<file path="src/sv/wsag_pkg.sv">
// Shared types and constants for the wind sample averaging and gust block.
// Holds the channel payload structs, queue job type, register indexes,
// back-end sequencer states and the fixed arithmetic constants.
package wsag_pkg;

    // Ring of published speeds
    localparam int GUST_DEPTH = 32;
    localparam int RING_AW    = (GUST_DEPTH > 1) ? $clog2(GUST_DEPTH) : 1;
    localparam int FILL_W     = $clog2(GUST_DEPTH + 1);

    // Field widths
    localparam int CODE_W   = 12;
    localparam int MV_W     = 12;
    localparam int SUM_W    = 28;
    localparam int COUNT_W  = 16;
    localparam int SENS_W   = 13;
    localparam int SPEED_W  = 17;
    localparam int KMH_W    = 19;
    localparam int DIVF_W   = 3;
    localparam int SPM_W    = 4;
    localparam int DEAD_W   = 16;
    localparam int SPAN_W   = 6;
    localparam int CFG_IDX_W  = 3;
    localparam int CFG_DATA_W = 16;

    // Mean of 12-bit values always fits 12 bits, so 12 restoring steps do
    localparam int DIV_STEPS = CODE_W;
    localparam int DIV_CW    = $clog2(DIV_STEPS);

    // speed * 36 / 10 through a reciprocal: floor(x * ceil(2^27/10) >> 27)
    localparam int X36_W     = 23;
    localparam int RECIP_W   = 24;
    localparam logic [RECIP_W-1:0] KMH_RECIP = 24'd13421773;
    localparam int KMH_SHIFT = 27;

    // Publish queue between front and back
    localparam int QUEUE_DEPTH = 2;
    localparam int QUEUE_AW    = (QUEUE_DEPTH > 1) ? $clog2(QUEUE_DEPTH) : 1;
    localparam int QUEUE_CW    = $clog2(QUEUE_DEPTH + 1);

    // Register reset values
    localparam logic [DIVF_W-1:0] DIVF_RESET = 3'd3;
    localparam logic [SPM_W-1:0]  SPM_RESET  = 4'd6;
    localparam logic [SENS_W-1:0] SMAX_RESET = 13'd5000;
    localparam logic [DEAD_W-1:0] DEAD_RESET = 16'd150;
    localparam logic [SPAN_W-1:0] SPAN_RESET = 6'd30;

    localparam logic [COUNT_W-1:0] COUNT_MAX = '1;

    typedef enum logic [CFG_IDX_W-1:0] {
        CFG_DIVIDER_FACTOR = 3'd0,
        CFG_SPEED_PER_MV   = 3'd1,
        CFG_SENSOR_MAX_MV  = 3'd2,
        CFG_DEADBAND_SPEED = 3'd3,
        CFG_GUST_SPAN      = 3'd4
    } cfg_idx_t;

    typedef enum logic {
        KIND_SAMPLE  = 1'b0,
        KIND_PUBLISH = 1'b1
    } kind_t;

    typedef struct packed {
        logic [0:0]        kind;
        logic [CODE_W-1:0] raw_code;
        logic [MV_W-1:0]   sample_mv;
    } sample_t;

    typedef struct packed {
        logic [CODE_W-1:0]  average_code;
        logic [MV_W-1:0]    average_mv;
        logic [SENS_W-1:0]  sensor_mv;
        logic [SPEED_W-1:0] speed_mm_s;
        logic [KMH_W-1:0]   speed_kmh_milli;
        logic [KMH_W-1:0]   gust_kmh_milli;
    } result_t;

    typedef struct packed {
        logic [SUM_W-1:0]   code_sum;
        logic [SUM_W-1:0]   mv_sum;
        logic [COUNT_W-1:0] sample_count;
    } job_t;

    typedef struct packed {
        logic full;
        logic empty;
    } q_status_t;

    typedef enum logic [3:0] {
        B_IDLE,
        B_DIV,
        B_SENS,
        B_SPEED,
        B_KMH36,
        B_KMH,
        B_WRITE,
        B_PEAK,
        B_DONE
    } back_state_t;

endpackage

</file>
<file path="src/sv/wsag_queue.sv">
// Short FIFO of publish jobs between the front and back ends.
// Depends on wsag_pkg for job_t, q_status_t and the queue depth.
module wsag_queue
    import wsag_pkg::*;
(
    input  logic      clk,
    input  logic      rst_n,
    input  logic      push,
    input  job_t      push_job,
    input  logic      pop,
    output job_t      head_job,
    output q_status_t status
);

    job_t                entry_reg [QUEUE_DEPTH];
    logic [QUEUE_AW-1:0] wr_ptr_reg, wr_ptr_next;
    logic [QUEUE_AW-1:0] rd_ptr_reg, rd_ptr_next;
    logic [QUEUE_CW-1:0] cnt_reg, cnt_next;

    function automatic logic [QUEUE_AW-1:0] ptr_inc(input logic [QUEUE_AW-1:0] p);
        if (p == QUEUE_AW'(QUEUE_DEPTH - 1))
            ptr_inc = '0;
        else
            ptr_inc = p + 1'b1;
    endfunction

    always_comb
    begin
        wr_ptr_next = push ? ptr_inc(wr_ptr_reg) : wr_ptr_reg;
        rd_ptr_next = pop ? ptr_inc(rd_ptr_reg) : rd_ptr_reg;
        cnt_next    = cnt_reg;
        if (push && !pop)
            cnt_next = cnt_reg + 1'b1;
        else if (pop && !push)
            cnt_next = cnt_reg - 1'b1;
    end

    always_ff @(posedge clk or negedge rst_n)
    begin
        if (!rst_n)
        begin
            wr_ptr_reg <= '0;
            rd_ptr_reg <= '0;
            cnt_reg    <= '0;
        end
        else
        begin
            wr_ptr_reg <= wr_ptr_next;
            rd_ptr_reg <= rd_ptr_next;
            cnt_reg    <= cnt_next;
        end
    end

    always_ff @(posedge clk)
    begin
        if (push)
            entry_reg[wr_ptr_reg] <= push_job;
    end

    assign head_job     = entry_reg[rd_ptr_reg];
    assign status.full  = (cnt_reg == QUEUE_CW'(QUEUE_DEPTH));
    assign status.empty = (cnt_reg == '0);

endmodule

</file>
<file path="src/sv/wsag_front.sv">
// Front end: accepts sample and publish transactions, keeps the running sums.
// A publish with samples hands the sums to the job queue. Uses wsag_pkg.
module wsag_front
    import wsag_pkg::*;
(
    input  logic      clk,
    input  logic      rst_n,
    input  logic      sample_valid,
    output logic      sample_stall,
    input  sample_t   sample,
    input  q_status_t q_status,
    output logic      push,
    output job_t      push_job
);

    logic [SUM_W-1:0]   code_sum_reg, code_sum_next;
    logic [SUM_W-1:0]   mv_sum_reg, mv_sum_next;
    logic [COUNT_W-1:0] count_reg, count_next;
    logic               accept;

    // Hold everything off while the queue cannot take a publish
    assign sample_stall = q_status.full;
    assign accept       = sample_valid && !sample_stall;

    always_comb
    begin
        code_sum_next = code_sum_reg;
        mv_sum_next   = mv_sum_reg;
        count_next    = count_reg;
        push          = 1'b0;
        if (accept)
        begin
            if (sample.kind == KIND_SAMPLE)
            begin
                // Drop samples once the count is saturated
                if (count_reg != COUNT_MAX)
                begin
                    code_sum_next = code_sum_reg + SUM_W'(sample.raw_code);
                    mv_sum_next   = mv_sum_reg + SUM_W'(sample.sample_mv);
                    count_next    = count_reg + 1'b1;
                end
            end
            else if (count_reg != '0)
            begin
                push          = 1'b1;
                code_sum_next = '0;
                mv_sum_next   = '0;
                count_next    = '0;
            end
        end
    end

    assign push_job.code_sum     = code_sum_reg;
    assign push_job.mv_sum       = mv_sum_reg;
    assign push_job.sample_count = count_reg;

    always_ff @(posedge clk or negedge rst_n)
    begin
        if (!rst_n)
        begin
            code_sum_reg <= '0;
            mv_sum_reg   <= '0;
            count_reg    <= '0;
        end
        else
        begin
            code_sum_reg <= code_sum_next;
            mv_sum_reg   <= mv_sum_next;
            count_reg    <= count_next;
        end
    end

endmodule

</file>
<file path="src/sv/wsag_back.sv">
// Back end: divides the sums, scales to speed, updates the speed ring and
// walks it for the gust peak. Holds the configuration registers. Uses wsag_pkg.
module wsag_back
    import wsag_pkg::*;
(
    input  logic                  clk,
    input  logic                  rst_n,
    input  logic                  cfg_write,
    input  logic [CFG_IDX_W-1:0]  cfg_index,
    input  logic [CFG_DATA_W-1:0] cfg_data,
    input  q_status_t             q_status,
    input  job_t                  head_job,
    output logic                  pop,
    output logic                  result_valid,
    input  logic                  result_stall,
    output result_t               result
);

    localparam int CMP_W = (SPAN_W > FILL_W) ? SPAN_W : FILL_W;
    localparam int PROD_W = MV_W + DIVF_W;

    // Configuration
    logic [DIVF_W-1:0] divf_reg;
    logic [SPM_W-1:0]  spm_reg;
    logic [SENS_W-1:0] smax_reg;
    logic [DEAD_W-1:0] dead_reg;
    logic [SPAN_W-1:0] span_cfg_reg;

    back_state_t state_reg, state_next;

    // Divider
    logic [COUNT_W-1:0] div_reg;
    logic [COUNT_W-1:0] code_rem_reg, mv_rem_reg;
    logic [CODE_W-1:0]  code_lo_reg;
    logic [MV_W-1:0]    mv_lo_reg;
    logic [DIV_CW-1:0]  step_reg;
    logic [COUNT_W:0]   code_step, mv_step;

    // Scaling pipeline
    logic [PROD_W-1:0]            prod_reg;
    logic [SENS_W-1:0]            sens_clamp;
    logic [SENS_W-1:0]            sens_reg;
    logic [SPEED_W-1:0]           speed_raw_reg;
    logic [SPEED_W-1:0]           speed_db;
    logic [SPEED_W-1:0]           speed_reg;
    logic [X36_W-1:0]             x36_reg;
    logic [X36_W+RECIP_W-1:0]     recip_prod;
    logic [KMH_W-1:0]             kmh_reg;

    // Ring and peak walk
    logic [KMH_W-1:0]   ring [GUST_DEPTH];
    logic [KMH_W-1:0]   rd_data_reg;
    logic [RING_AW-1:0] head_reg;
    logic [RING_AW-1:0] ptr_reg;
    logic [FILL_W-1:0]  fill_reg;
    logic [FILL_W-1:0]  fill_new;
    logic [FILL_W-1:0]  span_reg;
    logic [FILL_W-1:0]  issued_reg;
    logic [CMP_W-1:0]   span_ext, fill_ext;
    logic               rd_pend_reg;
    logic [KMH_W-1:0]   peak_reg;

    logic               mem_we;
    logic               rd_en;
    logic               load_out;

    function automatic logic [COUNT_W:0] div_step(
        input logic [COUNT_W-1:0] rem,
        input logic               nbit,
        input logic [COUNT_W-1:0] dvs
    );
        logic [COUNT_W:0] t;
        t = {rem, nbit};
        if (t >= {1'b0, dvs})
            div_step = {COUNT_W'(t - {1'b0, dvs}), 1'b1};
        else
            div_step = {t[COUNT_W-1:0], 1'b0};
    endfunction

    function automatic logic [RING_AW-1:0] ring_inc(input logic [RING_AW-1:0] p);
        if (p == RING_AW'(GUST_DEPTH - 1))
            ring_inc = '0;
        else
            ring_inc = p + 1'b1;
    endfunction

    function automatic logic [RING_AW-1:0] ring_dec(input logic [RING_AW-1:0] p);
        if (p == '0)
            ring_dec = RING_AW'(GUST_DEPTH - 1);
        else
            ring_dec = p - 1'b1;
    endfunction

    // ------------------------------------------------------------------
    // Configuration registers
    // ------------------------------------------------------------------
    always_ff @(posedge clk or negedge rst_n)
    begin
        if (!rst_n)
        begin
            divf_reg     <= DIVF_RESET;
            spm_reg      <= SPM_RESET;
            smax_reg     <= SMAX_RESET;
            dead_reg     <= DEAD_RESET;
            span_cfg_reg <= SPAN_RESET;
        end
        else if (cfg_write)
        begin
            case (cfg_idx_t'(cfg_index))
                CFG_DIVIDER_FACTOR: divf_reg     <= cfg_data[DIVF_W-1:0];
                CFG_SPEED_PER_MV:   spm_reg      <= cfg_data[SPM_W-1:0];
                CFG_SENSOR_MAX_MV:  smax_reg     <= cfg_data[SENS_W-1:0];
                CFG_DEADBAND_SPEED: dead_reg     <= cfg_data[DEAD_W-1:0];
                CFG_GUST_SPAN:      span_cfg_reg <= cfg_data[SPAN_W-1:0];
                default: ;
            endcase
        end
    end

    // ------------------------------------------------------------------
    // Sequencer
    // ------------------------------------------------------------------
    always_comb
    begin
        state_next = state_reg;
        case (state_reg)
            B_IDLE:
                if (!q_status.empty)
                    state_next = B_DIV;
            B_DIV:
                if (step_reg == DIV_CW'(DIV_STEPS - 1))
                    state_next = B_SENS;
            B_SENS:  state_next = B_SPEED;
            B_SPEED: state_next = B_KMH36;
            B_KMH36: state_next = B_KMH;
            B_KMH:   state_next = B_WRITE;
            B_WRITE: state_next = B_PEAK;
            B_PEAK:
                if (issued_reg == span_reg && !rd_pend_reg)
                    state_next = B_DONE;
            B_DONE:
                if (!result_valid || !result_stall)
                    state_next = B_IDLE;
            default: state_next = B_IDLE;
        endcase
    end

    always_comb
    begin
        pop      = 1'b0;
        mem_we   = 1'b0;
        rd_en    = 1'b0;
        load_out = 1'b0;
        case (state_reg)
            B_IDLE:  pop      = !q_status.empty;
            B_WRITE: mem_we   = 1'b1;
            B_PEAK:  rd_en    = (issued_reg != span_reg);
            B_DONE:  load_out = !result_valid || !result_stall;
            default: ;
        endcase
    end

    always_ff @(posedge clk or negedge rst_n)
    begin
        if (!rst_n)
            state_reg <= B_IDLE;
        else
            state_reg <= state_next;
    end

    // ------------------------------------------------------------------
    // Datapath
    // ------------------------------------------------------------------
    assign code_step = div_step(code_rem_reg, code_lo_reg[CODE_W-1], div_reg);
    assign mv_step   = div_step(mv_rem_reg, mv_lo_reg[MV_W-1], div_reg);

    assign sens_clamp = (prod_reg > PROD_W'(smax_reg)) ? smax_reg : prod_reg[SENS_W-1:0];
    assign speed_db   = (speed_raw_reg < SPEED_W'(dead_reg)) ? '0 : speed_raw_reg;
    assign recip_prod = (X36_W + RECIP_W)'(x36_reg) * (X36_W + RECIP_W)'(KMH_RECIP);

    assign fill_new = (fill_reg == FILL_W'(GUST_DEPTH)) ? fill_reg : fill_reg + 1'b1;
    assign span_ext = CMP_W'(span_cfg_reg);
    assign fill_ext = CMP_W'(fill_new);

    always_ff @(posedge clk)
    begin
        case (state_reg)
            B_IDLE:
            begin
                // Upper dividend bits are already below the count
                div_reg      <= head_job.sample_count;
                code_rem_reg <= head_job.code_sum[SUM_W-1 -: COUNT_W];
                code_lo_reg  <= head_job.code_sum[CODE_W-1:0];
                mv_rem_reg   <= head_job.mv_sum[SUM_W-1 -: COUNT_W];
                mv_lo_reg    <= head_job.mv_sum[MV_W-1:0];
                step_reg     <= '0;
            end
            B_DIV:
            begin
                code_rem_reg <= code_step[COUNT_W:1];
                code_lo_reg  <= {code_lo_reg[CODE_W-2:0], code_step[0]};
                mv_rem_reg   <= mv_step[COUNT_W:1];
                mv_lo_reg    <= {mv_lo_reg[MV_W-2:0], mv_step[0]};
                step_reg     <= step_reg + 1'b1;
            end
            B_SENS:
                prod_reg <= PROD_W'(mv_lo_reg) * PROD_W'(divf_reg);
            B_SPEED:
            begin
                sens_reg      <= sens_clamp;
                speed_raw_reg <= SPEED_W'(sens_clamp) * SPEED_W'(spm_reg);
            end
            B_KMH36:
            begin
                speed_reg <= speed_db;
                x36_reg   <= (X36_W'(speed_db) << 5) + (X36_W'(speed_db) << 2);
            end
            B_KMH:
                kmh_reg <= recip_prod[KMH_SHIFT +: KMH_W];
            B_WRITE:
            begin
                ptr_reg    <= head_reg;
                span_reg   <= (span_ext < fill_ext) ? span_ext[FILL_W-1:0]
                                                    : fill_ext[FILL_W-1:0];
                issued_reg <= '0;
                peak_reg   <= '0;
            end
            B_PEAK:
            begin
                if (rd_en)
                begin
                    ptr_reg    <= ring_dec(ptr_reg);
                    issued_reg <= issued_reg + 1'b1;
                end
                if (rd_pend_reg && rd_data_reg > peak_reg)
                    peak_reg <= rd_data_reg;
            end
            default: ;
        endcase
    end

    // Ring pointers and read tracking
    always_ff @(posedge clk or negedge rst_n)
    begin
        if (!rst_n)
        begin
            head_reg    <= '0;
            fill_reg    <= '0;
            rd_pend_reg <= 1'b0;
        end
        else
        begin
            rd_pend_reg <= rd_en;
            if (mem_we)
            begin
                head_reg <= ring_inc(head_reg);
                fill_reg <= fill_new;
            end
        end
    end

    always_ff @(posedge clk)
    begin
        if (mem_we)
            ring[head_reg] <= kmh_reg;
        if (rd_en)
            rd_data_reg <= ring[ptr_reg];
    end

    // ------------------------------------------------------------------
    // Result register
    // ------------------------------------------------------------------
    always_ff @(posedge clk or negedge rst_n)
    begin
        if (!rst_n)
            result_valid <= 1'b0;
        else if (load_out)
            result_valid <= 1'b1;
        else if (!result_stall)
            result_valid <= 1'b0;
    end

    always_ff @(posedge clk)
    begin
        if (load_out)
        begin
            result.average_code    <= code_lo_reg;
            result.average_mv      <= mv_lo_reg;
            result.sensor_mv       <= sens_reg;
            result.speed_mm_s      <= speed_reg;
            result.speed_kmh_milli <= kmh_reg;
            result.gust_kmh_milli  <= peak_reg;
        end
    end

endmodule

</file>
<file path="src/sv/wind_sample_average_and_gust.sv">
// Top level of the wind sample averaging and gust block.
// Instantiates wsag_front, wsag_queue and wsag_back; uses wsag_pkg.
//
// A sample transaction only updates the running sums, so samples stream at
// one per cycle; the input stalls only while the publish queue is full. A
// publish with samples is queued (two deep) and carried out by the back end:
// 12 restoring divide steps (both means in parallel), four scaling stages,
// one ring write, then a walk of one ring entry per cycle over the searched
// span (the ring memory has a single read port), then a load of the result
// register once it is free. The user must write configuration through the
// plain write port while no publish is in flight; the block does not enforce
// this. The speed ring needs no clearing pass after reset.
module wind_sample_average_and_gust
    import wsag_pkg::*;
(
    input  logic                  clk,
    input  logic                  rst_n,
    input  logic                  sample_valid,
    output logic                  sample_stall,
    input  sample_t               sample,
    output logic                  result_valid,
    input  logic                  result_stall,
    output result_t               result,
    input  logic                  cfg_write,
    input  logic [CFG_IDX_W-1:0]  cfg_index,
    input  logic [CFG_DATA_W-1:0] cfg_data
);

    q_status_t q_status;
    logic      push;
    logic      pop;
    job_t      push_job;
    job_t      head_job;

    wsag_front u_front (
        .clk          (clk),
        .rst_n        (rst_n),
        .sample_valid (sample_valid),
        .sample_stall (sample_stall),
        .sample       (sample),
        .q_status     (q_status),
        .push         (push),
        .push_job     (push_job)
    );

    wsag_queue u_queue (
        .clk      (clk),
        .rst_n    (rst_n),
        .push     (push),
        .push_job (push_job),
        .pop      (pop),
        .head_job (head_job),
        .status   (q_status)
    );

    wsag_back u_back (
        .clk          (clk),
        .rst_n        (rst_n),
        .cfg_write    (cfg_write),
        .cfg_index    (cfg_index),
        .cfg_data     (cfg_data),
        .q_status     (q_status),
        .head_job     (head_job),
        .pop          (pop),
        .result_valid (result_valid),
        .result_stall (result_stall),
        .result       (result)
    );

endmodule

</file>
<file path="config.mk">
export PLATFORM = sky130hd
export DESIGN_NAME = wind_sample_average_and_gust
export DESIGN_NICKNAME = d
export VERILOG_FILES = /design/src/sv/wsag_pkg.sv /design/src/sv/wsag_queue.sv /design/src/sv/wsag_front.sv /design/src/sv/wsag_back.sv /design/src/sv/wind_sample_average_and_gust.sv
export SDC_FILE = /design/constraint.sdc
export NUM_CORES = 2
export LEC_CHECK = 0
export ABC_AREA = 1
export BUFFER_PORTS_ARGS = -buffer_cell sky130_fd_sc_hd__buf_4
export CORE_MARGIN = 10
export CORE_UTILIZATION = 30
export CTS_BUF_LIST = sky130_fd_sc_hd__clkbuf_8
export CTS_CLUSTER_DIAMETER = 60
export DETAILED_ROUTE_END_ITERATION = 10
export MAX_ROUTING_LAYER = met4
export SLEW_MARGIN = 20
export SYNTH_ARGS = -nofsm -noshare
export SYNTH_HDL_FRONTEND = slang
export SYNTH_HIERARCHICAL = 1
export SYNTH_SLANG_ARGS = --single-unit
</file>
<file path="constraint.sdc">
create_clock -name clk -period 9.1 [get_ports clk]
set_clock_uncertainty 0.05 [all_clocks]
set_input_delay 2.73 -clock clk [delete_from_list [all_inputs] [get_ports clk]]
set_output_delay 2.73 -clock clk [all_outputs]
set_load 0.03 [all_outputs]
</file>
==> summary.txt <==
==================================================================================================
Result of the run ................................................................... finished, final reports clean
Routed via count ....................................................................       43,700
Final hold violation count ..........................................................            0
Ordered cell list for the critical path ............................................. inv_1 > ha_1 > inv_1 > fa_1 > inv_1 > fa_1 > inv_1 > fa_1 > inv_1 > fa_1 > fa_1 > fa_1 > inv_1 > ha_1 > a21oi_1 > o21ai_0 > a21oi_1 > nand2_1 > nand2_1 > nand3_1 > nand2_1 > nand2_1
Largest net degree at the start of global routing ...................................          201
CTS hold repair buffers .............................................................            0
Main combinational cell family by area after synthesis .............................. simple AND/OR/NAND/NOR gates
Net total in the final layout .......................................................        6,792
Layout fillers ......................................................................       21,200
Number of instances in the synthesized netlist ......................................        5,996
Sink count of the clock tree ........................................................        1,209
Min Tclk post-route .................................................................      6.10 ns
Detail Placement HPWL ...............................................................       115 mm
Antenna violations before repair ....................................................           11
Number of buffers inserted during clock tree synthesis ..............................          198
H-tree depth ........................................................................            4
Mean instance size in the synthesized netlist .......................................   10.6 sq um
Port Buffer Count ...................................................................          142
Async S/R FF share, synth ...........................................................        11.2%
Initial Utilization .................................................................        30.2%
Clock tree from TritonCTS ...........................................................          yes
Die area ............................................................................  0.230 sq mm
Compound-gate portion of the synthesized area .......................................        7.81%
Cell variety after synth ............................................................           56
Clock insertion delay at the later pin of the skew report ...........................      0.96 ns
First-pass detailed-route iteration total ...........................................            6
Summed instance area of the synthesized netlist ..................................... 0.0634 sq mm
Total nets after synthesis ..........................................................        6,562
Worst endpoint data arrival time ....................................................      6.73 ns
GRT overflow ........................................................................            0
Hold WC Path Type ...................................................................   reg -> reg
Area fraction in and, or, nand and nor cells after synthesis ........................        14.8%
Final WL ............................................................................       170 mm
Vias in the first global route ......................................................       43,700
Adder-cell share of the synthesized area ............................................        12.2%
Area growth syn-to-layout ...........................................................        12.7%
Clock Tree Root ..................................................................... sky130_fd_sc_hd__clkbuf_8
Worst Max-Slew Pin Slew .............................................................      1.12 ns
Vias per Instance ...................................................................         4.75
Flop and latch count out of synthesis ...............................................        1,209
Post-synth EDFFs ....................................................................        1,074
Per-cell routed wire length .........................................................      18.5 um
Number of buffers on the longest clock path .........................................            3
Portion of netlist area occupied by mux cells .......................................        1.69%
CP endpoint kind ....................................................................         flop
Core Footprint ......................................................................  0.210 sq mm
Synth warn ..........................................................................            6
Overall Global Routing Usage ........................................................        14.8%
Share of the cycle needed by the critical path after routing ........................        67.0%
Max FO, Critical Path ...............................................................            4
Layout cells sized above 1 ..........................................................        10.3%
Number of setup buffers added after CTS .............................................            0
Remaining number of nets flagged by the antenna check after routing .................            0
Weighted congestion at the end of routability-driven global placement ...............        0.896
Worst slew margin ...................................................................        25.2%
Setup violation total in the final timing report ....................................            0
WS Path Type ........................................................................   reg -> reg
Setup_tns ...........................................................................         0 ns
Critical Path Slowest Stage Cell .................................................... sky130_fd_sc_hd__fa_1
Flip-flop count of the largest register after layout ................................          608
Unrepaired setup endpoints after global routing .....................................           no
Endpoint required time on the critical path .........................................      9.74 ns
First-pass GRT wire length ..........................................................       260 mm
Final-report max-slew violation count ...............................................            0
Startpoint Class ....................................................................         flop
Die height ..........................................................................       480 um
Iter 0 DRT Violations ...............................................................        3,532
Horizontal die dimension ............................................................       480 um
Number of placement rows ............................................................          168
CP peak stage delay .................................................................      0.64 ns
Clock transition time at the flip-flop clock pins of the worst setup and hold paths .      0.06 ns
FMAX ................................................................................      164 MHz
Number of gates resized after CTS ...................................................            0
DR DRC count ........................................................................            0
Most used DFF post-synth ............................................................ sky130_fd_sc_hd__edfxtp_1
Number of max-cap violations ........................................................            0
I/O pin count .......................................................................          143
Part of the Yosys area used for sequential elements .................................        56.3%
XOR/XNOR Fraction of Synth Area .....................................................        1.23%
==================================================================================================
cell usage after synthesis, drive strengths merged, types with 2 or more instances:
cell / number / area share (%)
nand2: 1173 / 7.1
edfxtp: 1074 / 51
inv: 732 / 4.3
nor2: 685 / 4.1
o21ai: 490 / 3.9
ha: 353 / 7.0
nand3: 262 / 2.1
a21oi: 178 / 1.4
o22ai: 170 / 1.7
fa: 164 / 5.2
dfrtp: 118 / 4.7
buf: 102 / 1.2
clkbuf: 91 / 0.55
mux2: 72 / 1.7
nand3b: 51 / 0.60
xor2: 49 / 0.68
nor3: 48 / 0.38
xnor2: 40 / 0.55
nand4: 37 / 0.37
dfstp: 17 / 0.70
o21bai: 15 / 0.18
o21a: 13 / 0.15
o31ai: 10 / 0.12
a21o: 9 / 0.11
a31oi: 7 / 0.069
nor4: 6 / 0.059
or2: 5 / 0.049
a22o: 4 / 0.055
and3: 4 / 0.039
a21boi: 3 / 0.036
and2: 3 / 0.030
a211oi: 2 / 0.024
a22oi: 2 / 0.024
clkinv: 2 / 0.012
metal layers:
metal | global-route usage [%] | wire [um] | up-vias
met5 | - | 0 | -
met4 | 4.48 | 4480 | 0
met3 | 2.51 | 9510 | 240
met2 | 24.1 | 81400 | 1258
met1 | 18.8 | 75000 | 21300
li1 | - | - | 20900
cells by family after synthesis:
family	Yosys count
compound gates	907
flops	1209
buf+inv	927
xor+xnor	89
mux	72
simple gates	2275
fa+ha+maj	517
critical path: cells and delay by family, from the launching register on:
kind / cells / cell delay [ns]
adders and majority gates: 8 / 3.79
AOI/OAI and AO/OA: 3 / 0.82
DFF: 1 / 0.41
and+or+nand+nor: 5 / 0.41
buffers and inverters: 6 / 0.38
path summary, 6_finish.rpt:
kind | cells past startpoint | startpoint | slack, ns | to
worst max-delay path | 22 | u_back/x36_reg[12]$_DFFE_PP_ | 3.00 | u_back/kmh_reg[18]$_DFFE_PP_
worst min-delay path | 0 | u_back/speed_reg[9]$_DFFE_PP_ | 0.37 | u_back/result[47]$_DFFE_PP_
worst max register to register | 22 | u_back/x36_reg[12]$_DFFE_PP_ | 3.00 | u_back/kmh_reg[18]$_DFFE_PP_
worst min register to register | 0 | u_back/speed_reg[9]$_DFFE_PP_ | 0.37 | u_back/result[47]$_DFFE_PP_
max in group asynchronous | 3 | rst_n | 5.55 | u_back/dead_reg[7]$_DFFE_PN1P_
min in group asynchronous | 1 | rst_n | 1.69 | u_front/mv_sum_reg[3]$_DFFE_PN0P_
layout make-up:
cell class	instances	area (sq um)	share of cell area, %
flip-flops and latches	1209	35700	49.9
multi-input cells	3860	24000	33.6
well taps	2805	3510	4.91
clock buffers	207	2850	3.99
inverters	734	2770	3.88
repair buffers	223	1710	2.39
clock inverters	162	951	1.33
diodes	7	17.5	0.0245
placed cells by master (no fill, tap or decap), types with 170 or more instances in the layout:
cell type / n
sky130_fd_sc_hd__nand2_1: 1149
sky130_fd_sc_hd__edfxtp_1: 1074
sky130_fd_sc_hd__inv_1: 774
sky130_fd_sc_hd__nor2_1: 654
sky130_fd_sc_hd__o21ai_0: 456
sky130_fd_sc_hd__ha_1: 353
sky130_fd_sc_hd__nand3_1: 262
sky130_fd_sc_hd__buf_4: 219
sky130_fd_sc_hd__clkbuf_8: 207
sky130_fd_sc_hd__a21oi_1: 175
sky130_fd_sc_hd__o22ai_1: 170
per-stage QoR:
stage                     cell area (sq um)  hold WS [ns]  utilization (%)  setup WS (ns)  instances
final                                 71400         0.369             34.0           3.00       9207
after global routing                  71400         0.385             34.0           2.61       9205
after CTS                             71400         0.370             34.0           3.00       9199
after detailed placement              67600         0.357             32.2           3.02       8830
after global placement                67600         0.359             32.2           3.06       8830
after floorplan                       63400         0.350                -           1.83       5996
Power is left out: the tool's default activity adds up to more than one toggle a clock period on the data nets, which glitch-free logic cannot reach.
